<file path="src/rtl/core/message_fragmenter_top_macros.svh">
// assertion macros for the message fragmenter
// used by message_fragmenter_top; no other dependencies
`ifndef MESSAGE_FRAGMENTER_TOP_MACROS_SVH
`define MESSAGE_FRAGMENTER_TOP_MACROS_SVH

`ifndef ASSERT_OFF
// implication or plain property checked on every rising edge out of reset
`define MF_ASSERT(lbl, clk, rstn, prop, msg) \
    lbl: assert property (@(posedge clk) disable iff (!(rstn)) (prop)) else $error(msg);
// condition that must never be true out of reset
`define MF_ASSERT_NEVER(lbl, clk, rstn, cond, msg) \
    lbl: assert property (@(posedge clk) disable iff (!(rstn)) !(cond)) else $error(msg);
`else
`define MF_ASSERT(lbl, clk, rstn, prop, msg)
`define MF_ASSERT_NEVER(lbl, clk, rstn, cond, msg)
`endif

`endif

</file>
<file path="src/rtl/core/mf_pkg.sv">
// package for the message fragmenter: sizes, header codes, state types
// no dependencies
`timescale 1ns / 1ps
`default_nettype none

package mf_pkg;

    localparam int PAYLOAD_BYTES = 32;
    localparam int STORE_DEPTH   = PAYLOAD_BYTES - 1;
    localparam int ADDR_W        = (STORE_DEPTH > 1) ? $clog2(STORE_DEPTH) : 1;
    localparam int CNT_W         = $clog2(STORE_DEPTH + 1);
    localparam int CFG_W         = 5;
    localparam int BYTE_W        = 8;
    localparam int NUM_W         = 7;
    localparam int CFG_RESET     = 31;

    localparam logic [BYTE_W-1:0] LAST_FRAG_BIT = 8'h80;

    typedef enum logic [1:0] {
        ST_IDLE,
        ST_HDR,
        ST_DAT
    } mf_state_t;

    typedef enum logic {
        MODE_FLUSH,
        MODE_FINAL
    } mf_mode_t;

    // size zero acts as one, sizes above the store are capped
    function automatic logic [CNT_W-1:0] effective_size(input logic [CFG_W-1:0] s);
        logic [CNT_W-1:0] r;
        if (s == '0) begin
            r = CNT_W'(1);
        end else if (32'(s) > STORE_DEPTH) begin
            r = CNT_W'(STORE_DEPTH);
        end else begin
            r = CNT_W'(s);
        end
        return r;
    endfunction

endpackage

`default_nettype wire

</file>
<file path="src/rtl/core/message_fragmenter_top.sv">
// Message fragmenter: takes message bytes (s_tdata) with an end-of-message flag
// (s_tlast) and sends radio packets of a header byte and up to frag_data_size
// data bytes. The header holds a 7-bit fragment index, with bit 7 set on the
// last fragment of a message. A full fragment is held in a 31-entry RAM until
// the next byte shows more data follows. A byte that sends nothing is stored
// with s_tready held high. A byte that sends a packet keeps s_tready low after
// its accept while the header byte and then each data byte, read from the
// single RAM read port, go out, and a flush followed by the final packet keeps
// it low through both packets; output back-pressure holds it low for longer.
// The RAM needs no clearing: only entries already written are read.
// depends on mf_pkg, mf_ram and message_fragmenter_top_macros.svh
`timescale 1ns / 1ps
`default_nettype none
`include "message_fragmenter_top_macros.svh"

module message_fragmenter_top (
    input  wire logic                          aclk,
    input  wire logic                          aresetn,
    // configuration: frag_data_size
    input  wire logic                          cfg_we,
    input  wire logic [mf_pkg::CFG_W-1:0]      cfg_wdata,
    // input stream
    input  wire logic                          s_tvalid,
    output logic                               s_tready,
    input  wire logic [mf_pkg::BYTE_W-1:0]     s_tdata,   // [7:0] data_byte
    input  wire logic                          s_tlast,   // end_of_message
    // packet stream
    output logic                               m_tvalid,
    input  wire logic                          m_tready,
    output logic      [mf_pkg::BYTE_W-1:0]     m_tdata,   // [7:0] packet_byte
    output logic                               m_tlast,   // last_of_packet
    output logic      [1:0]                    m_tuser    // [0] first_of_packet, [1] last_of_run
);

    import mf_pkg::*;

    mf_state_t         state_reg, state_next;
    mf_mode_t          mode_reg, mode_next;
    logic [CFG_W-1:0]  size_cfg_reg;
    logic [CNT_W-1:0]  fill_reg, fill_next;
    logic [NUM_W-1:0]  num_reg, num_next;
    logic [ADDR_W-1:0] cnt_reg, cnt_next;
    logic [BYTE_W-1:0] byte_reg, byte_next;
    logic              end_reg, end_next;

    logic              out_valid_reg, out_valid_next;
    logic [BYTE_W-1:0] out_byte_reg, out_byte_next;
    logic              out_first_reg, out_first_next;
    logic              out_lastp_reg, out_lastp_next;
    logic              out_lastr_reg, out_lastr_next;

    logic              ram_we;
    logic [ADDR_W-1:0] ram_waddr;
    logic [BYTE_W-1:0] ram_wdata;
    logic              ram_re;
    logic [ADDR_W-1:0] ram_raddr;
    logic [BYTE_W-1:0] ram_rdata;

    logic [CNT_W-1:0]  size_eff;
    logic              s_xfer;
    logic              slot_free;
    logic              need_flush;
    logic [ADDR_W-1:0] cnt_inc;
    logic              dat_last;

    // fragment store
    mf_ram #(
        .WIDTH (BYTE_W),
        .DEPTH (STORE_DEPTH)
    ) u_store (
        .aclk  (aclk),
        .we    (ram_we),
        .waddr (ram_waddr),
        .wdata (ram_wdata),
        .re    (ram_re),
        .raddr (ram_raddr),
        .rdata (ram_rdata)
    );

    // handshake and shared terms
    assign size_eff   = effective_size(size_cfg_reg);
    assign s_tready   = (state_reg == ST_IDLE);
    assign s_xfer     = s_tvalid && s_tready;
    assign slot_free  = !out_valid_reg || m_tready;
    assign need_flush = (fill_reg >= size_eff);
    assign cnt_inc    = cnt_reg + ADDR_W'(1);
    assign dat_last   = ((CNT_W'(cnt_reg) + CNT_W'(1)) == fill_reg);

    // next state
    always_comb begin
        state_next = state_reg;
        unique case (state_reg)
            ST_IDLE: begin
                if (s_xfer && (need_flush || s_tlast)) begin
                    state_next = ST_HDR;
                end
            end
            ST_HDR: begin
                if (slot_free) begin
                    state_next = ST_DAT;
                end
            end
            ST_DAT: begin
                if (slot_free && dat_last) begin
                    if (mode_reg == MODE_FLUSH && end_reg) begin
                        state_next = ST_HDR;
                    end else begin
                        state_next = ST_IDLE;
                    end
                end
            end
            default: state_next = ST_IDLE;
        endcase
    end

    // datapath and ram control
    always_comb begin
        mode_next      = mode_reg;
        fill_next      = fill_reg;
        num_next       = num_reg;
        cnt_next       = cnt_reg;
        byte_next      = byte_reg;
        end_next       = end_reg;
        out_valid_next = out_valid_reg && !m_tready;
        out_byte_next  = out_byte_reg;
        out_first_next = out_first_reg;
        out_lastp_next = out_lastp_reg;
        out_lastr_next = out_lastr_reg;
        ram_we         = 1'b0;
        ram_waddr      = fill_reg[ADDR_W-1:0];
        ram_wdata      = s_tdata;
        ram_re         = 1'b0;
        ram_raddr      = cnt_reg;

        unique case (state_reg)
            ST_IDLE: begin
                if (s_xfer) begin
                    byte_next = s_tdata;
                    end_next  = s_tlast;
                    if (need_flush) begin
                        // held bytes go out before the new byte is stored
                        mode_next = MODE_FLUSH;
                    end else begin
                        ram_we    = 1'b1;
                        fill_next = fill_reg + CNT_W'(1);
                        mode_next = MODE_FINAL;
                    end
                end
            end
            ST_HDR: begin
                if (slot_free) begin
                    out_valid_next = 1'b1;
                    out_byte_next  = (mode_reg == MODE_FINAL) ?
                                     (LAST_FRAG_BIT | BYTE_W'(num_reg)) : BYTE_W'(num_reg);
                    out_first_next = 1'b1;
                    out_lastp_next = (fill_reg == '0);
                    out_lastr_next = (fill_reg == '0) &&
                                     (mode_reg == MODE_FINAL || !end_reg);
                    // fetch the first data byte
                    ram_re   = 1'b1;
                    ram_raddr = '0;
                    cnt_next = '0;
                end
            end
            ST_DAT: begin
                if (slot_free) begin
                    out_valid_next = 1'b1;
                    out_byte_next  = ram_rdata;
                    out_first_next = 1'b0;
                    out_lastp_next = dat_last;
                    out_lastr_next = dat_last && (mode_reg == MODE_FINAL || !end_reg);
                    if (!dat_last) begin
                        ram_re    = 1'b1;
                        ram_raddr = cnt_inc;
                        cnt_next  = cnt_inc;
                    end else if (mode_reg == MODE_FLUSH) begin
                        // packet done, store the pending byte at the start
                        num_next  = num_reg + NUM_W'(1);
                        ram_we    = 1'b1;
                        ram_waddr = '0;
                        ram_wdata = byte_reg;
                        fill_next = CNT_W'(1);
                        mode_next = MODE_FINAL;
                    end else begin
                        num_next  = '0;
                        fill_next = '0;
                    end
                end
            end
            default: ;
        endcase
    end

    // control registers
    always_ff @(posedge aclk) begin
        if (!aresetn) begin
            state_reg     <= ST_IDLE;
            mode_reg      <= MODE_FINAL;
            size_cfg_reg  <= CFG_W'(CFG_RESET);
            fill_reg      <= '0;
            num_reg       <= '0;
            out_valid_reg <= 1'b0;
        end else begin
            state_reg     <= state_next;
            mode_reg      <= mode_next;
            fill_reg      <= fill_next;
            num_reg       <= num_next;
            out_valid_reg <= out_valid_next;
            if (cfg_we) begin
                size_cfg_reg <= cfg_wdata;
            end
        end
    end

    // payload registers
    always_ff @(posedge aclk) begin
        cnt_reg       <= cnt_next;
        byte_reg      <= byte_next;
        end_reg       <= end_next;
        out_byte_reg  <= out_byte_next;
        out_first_reg <= out_first_next;
        out_lastp_reg <= out_lastp_next;
        out_lastr_reg <= out_lastr_next;
    end

    // output transfer
    assign m_tvalid   = out_valid_reg;
    assign m_tdata    = out_byte_reg;
    assign m_tlast    = out_lastp_reg;
    assign m_tuser[0] = out_first_reg;
    assign m_tuser[1] = out_lastr_reg;

    // reads stay below the fill level
    `MF_ASSERT(a_read_in_fill, aclk, aresetn,
        (state_reg == ST_DAT) |-> (CNT_W'(cnt_reg) < fill_reg),
        "data read beyond fill level")
    // a byte that sends nothing just adds one to the fill level
    `MF_ASSERT(a_fill_step, aclk, aresetn,
        (s_xfer && !need_flush && !s_tlast) |=>
            (fill_reg == $past(fill_reg) + CNT_W'(1)) && (state_reg == ST_IDLE),
        "fill level not advanced by a stored byte")
    // closing a message clears index and fill level
    `MF_ASSERT(a_final_clears, aclk, aresetn,
        (state_reg == ST_DAT && mode_reg == MODE_FINAL && slot_free && dat_last) |=>
            (num_reg == '0) && (fill_reg == '0),
        "final packet did not reset fragment state")
    // read and write never meet at one entry
    `MF_ASSERT_NEVER(a_ram_collide, aclk, aresetn,
        ram_we && ram_re && (ram_waddr == ram_raddr),
        "store read and write at the same entry")

endmodule

`default_nettype wire

</file>
<file path="src/rtl/core/mf_ram.sv">
// generic simple dual port ram, one write and one registered read port
// no dependencies
`timescale 1ns / 1ps
`default_nettype none

module mf_ram #(
    parameter int WIDTH = 8,
    parameter int DEPTH = 31
) (
    input  wire logic                                      aclk,
    input  wire logic                                      we,
    input  wire logic [((DEPTH > 1) ? $clog2(DEPTH) : 1)-1:0] waddr,
    input  wire logic [WIDTH-1:0]                          wdata,
    input  wire logic                                      re,
    input  wire logic [((DEPTH > 1) ? $clog2(DEPTH) : 1)-1:0] raddr,
    output logic      [WIDTH-1:0]                          rdata
);

    logic [WIDTH-1:0] mem_reg [DEPTH];
    logic [WIDTH-1:0] rdata_reg;

    // write port
    always_ff @(posedge aclk) begin
        if (we) begin
            mem_reg[waddr] <= wdata;
        end
    end

    // registered read, holds when not enabled
    always_ff @(posedge aclk) begin
        if (re) begin
            rdata_reg <= mem_reg[raddr];
        end
    end

    assign rdata = rdata_reg;

endmodule

`default_nettype wire

</file>
<file path="config.mk">
export PLATFORM = sky130hd
export DESIGN_NAME = message_fragmenter_top
export DESIGN_NICKNAME = d
export VERILOG_FILES = /design/src/rtl/core/mf_pkg.sv /design/src/rtl/core/message_fragmenter_top.sv /design/src/rtl/core/mf_ram.sv
export VERILOG_INCLUDE_DIRS = /design/src /design/src/rtl/core
export SDC_FILE = /design/constraint.sdc
export NUM_CORES = 1
export LEC_CHECK = 0
export ABC_AREA = 1
export BUFFER_PORTS_ARGS = -buffer_cell sky130_fd_sc_hd__buf_4
export CAP_MARGIN = 10
export CORE_UTILIZATION = 25
export DETAILED_ROUTE_END_ITERATION = 7
export PLACE_DENSITY = 0.44
export SLEW_MARGIN = 30
export SYNTH_ARGS = -nofsm -noshare
export SYNTH_HDL_FRONTEND = slang
export SYNTH_HIERARCHICAL = 1
export SYNTH_SLANG_ARGS = --single-unit
export TNS_END_PERCENT = 30
</file>
<file path="constraint.sdc">
create_clock -name aclk -period 3.23 [get_ports aclk]
set_input_delay 0.1615 -clock aclk [delete_from_list [all_inputs] [get_ports aclk]]
set_output_delay 0.1615 -clock aclk [all_outputs]
set_load 0.1 [all_outputs]
</file>
==> metrics <==
status=finished clean; top post-synthesis cells by area=edfxtp_1 64%, nand2_1 12%, nand3_1 8.7%; Hold Violations, Final=0; Finished Core Util=30.6%; Max Fclk=0.333 GHz; RR Endpoint=u_store/rdata[0]$_DFFE_PP_; input/output buffers=31; top-count cell post-synth=nand2_1; Post-Synthesis Cells=1230; Layout Skew=0.0126 ns; vias in the first global route=8676; HP Class=primary input to register; Layout Area Growth over Synthesis=21.1%; cell taking the most area after synthesis=edfxtp_1; Chip Height=230 µm; die width=230 µm; Post-synth top flop=edfxtp_1; startpoint class of the critical path=register; Worst Tran Pin Value=0.785 ns; Post-Syn Area per Cell=10.6 µm²; CP endpoint kind=register; Hold Path Cell Cnt=4; core area=51300 µm²; Critical Path AT=3.28 ns; dpl cell area=14300 µm²; Layout Nets=1360; Pwr Density=814 nW/µm²; CTS tree=yes; hold path endpoint=m_tvalid$_SDFF_PN0_; Critical R2R Launch=cnt_reg[1]$_DFF_P_; sequential area share after synthesis=67.9%; DRT Wirelength=36.5 mm; die area=52800 µm²; design area=15700 µm²; max FFs per register=248; Seq cells post-synth=302; Post-synth ARST share=0%; Cell Area, Synth=13000 µm²; I/O pin total=32; Leak=5.95 nW; period utilisation layout=92.9%; Worst Hold Launch=m_tready; drt first pass iters=7; global-route wire length before repair=54.4 mm; flop2flop setup slack=0.23 ns; fin crit period=3.00 ns; Detail Placement HPWL=22.1 mm; area share of the largest cell type after synthesis=63.8%; total grt overflow=0; GRT Util Overall=13.6%; syn_nets=1262; RePlAce Congestion=0.826; CTS root buf=clkbuf_16; Routed Antenna Nets=0; Worst Reg-to-Reg Cells=22; RSZ-0062 raised after global routing=false; # diodes=0; CTS buffer count=35; 1st-iter DRT viols=686; initial antenna violation count=1; total clock sinks=302; share of cells above drive strength 1=12.6%; via/cell ratio=4.47; number of synthesized flops with an enable pin=276; VDD IR max=0.000372 V; kind of critical path=register to register; setup TNS=0 ns; Final Max Slew Viols=0; latest clock arrival within the worst-skew pair=0.53 ns; Ys Warns=6; final setup violation count=0; synth unique cells=32; H-tree depth=2; Max-Cap Viols=0; maximum fanout along the worst path=52; vias post-DR=9082; DRC=0; Req. time, crit path=3.51 ns; maximum number of pins on one net before global-route repair=89; drt wl/cell=17.9 µm; Slew headroom=47.6%; clk slew on worst S/H paths=0.05 ns; CTS max path bufs=3; commonest cells in the netlist=428 x nand2_1, 276 x edfxtp_1, 225 x nand3_1; Initial Util=25.3%; # rows=83
## metal layers
layer	wire length [µm]	global-route usage (%)
met5	11	0
met3	1560	2.26
met4	635	3.70
met1	17500	19.1
met2	16700	21.5
## worst max-delay path, cell delays in order, from the launching register on
cell,delay [ns]
dfxtp_1,0.34
ha_2,0.35
inv_1,0.04
nand2_1,0.05
nand2_1,0.06
inv_1,0.06
nand2_2,0.06
nor2_4,0.11
nand3_4,0.10
nand2_2,0.12
nor2_1,0.08
buf_4,0.14
nand2_1,0.07
nand2_2,0.11
inv_2,0.10
buf_12,0.27
nand3_1,0.12
nand3_1,0.15
nand2_1,0.10
nand2_1,0.07
nand2_1,0.05
nand2_1,0.09
nand2_1,0.07
## timing repair
item	CTS	global route
setup endpoints to repair	0	8
setup buffers	0	2
endpoints found under the hold margin	23	0
resized for setup	0	6
hold buffers	25	0
## cells by family (layout without fill, tap and decap cells)
logic type,after synthesis,count (layout),share of synthesized area (%)
AO/OA/AOI/OAI,35,35,1.49
XOR/XNOR,7,7,0.472
adder cells (fa/ha/maj),13,13,1.25
buffers and inverters,117,239,4.11
flip-flops,302,302,67.9
AND/OR/NAND/NOR,756,756,24.8
## metrics by stage
| stage | total power, W | std cells | hold slack, ns | worst slack (ns) |
|---|---|---|---|---|
| finish | 0.0128 | 2032 | 0.0436 | 0.230 |
| global route | 0.0135 | 2032 | 0.0634 | 0.00474 |
| CTS | 0.0128 | 2029 | 0.0292 | 0.130 |
| detailed placement | 0.00898 | 1943 | 0.353 | 0.138 |
| global placement | 0.00898 | 1943 | 0.351 | 0.149 |
| floorplan | 0.00771 | 1230 | 0.260 | 0.316 |
## worst max path at each step
stage                        startpoint                         end  slack, ns
global route         cnt_reg[1]$_DFF_P_  u_store/rdata[0]$_DFFE_PP_      0.005
finish               cnt_reg[1]$_DFF_P_  u_store/rdata[0]$_DFFE_PP_       0.23
floorplan           m_tvalid$_SDFF_PN0_  u_store/rdata[0]$_DFFE_PP_       0.32
CTS                  cnt_reg[1]$_DFF_P_  u_store/rdata[2]$_DFFE_PP_       0.13
global placement     cnt_reg[1]$_DFF_P_  u_store/rdata[2]$_DFFE_PP_       0.15
detailed placement   cnt_reg[1]$_DFF_P_  u_store/rdata[2]$_DFFE_PP_       0.14
## area by class of cell
cell class / count / area, µm²
inverters: 56 / 216
clock inverters: 14 / 129
well taps: 680 / 851
flip-flops and latches: 302 / 8810
fillers: 5311 / 35600
clock buffers: 47 / 952
multi-input cells: 811 / 3660
repair buffers: 122 / 1100
## report_power, final
| part | switching (W) | total, W | internal (W) |
|---|---|---|---|
| registers | 0.000135 | 0.00479 | 0.00466 |
| logic | 0.00305 | 0.00420 | 0.00115 |
| clock network | 0.00156 | 0.00379 | 0.00223 |
| total | 0.00475 | 0.0128 | 0.00803 |
## layout by cell type, fill, tap and decap left out, types with 2 or more instances in the layout
master,netlist,layout
xor2_1,7,7
nand2_2,10,11
dlygate4sd3_1,0,25
clkbuf_1,14,10
inv_2,7,6
edfxtp_1,276,276
nand2_1,428,426
nor2_4,2,2
clkinv_1,1,8
buf_4,8,88
clkbuf_16,0,37
nand2_4,1,2
inv_6,1,2
ha_1,13,12
nand3_1,225,224
dfxtp_1,26,26
buf_12,1,6
a21oi_2,2,2
nand4_1,10,10
nor2_1,75,74
bufinv_16,0,2
a21oi_1,15,15
o21ai_0,14,14
clkinv_2,0,3
inv_1,47,47
Power figures use the tool's default switching activity.
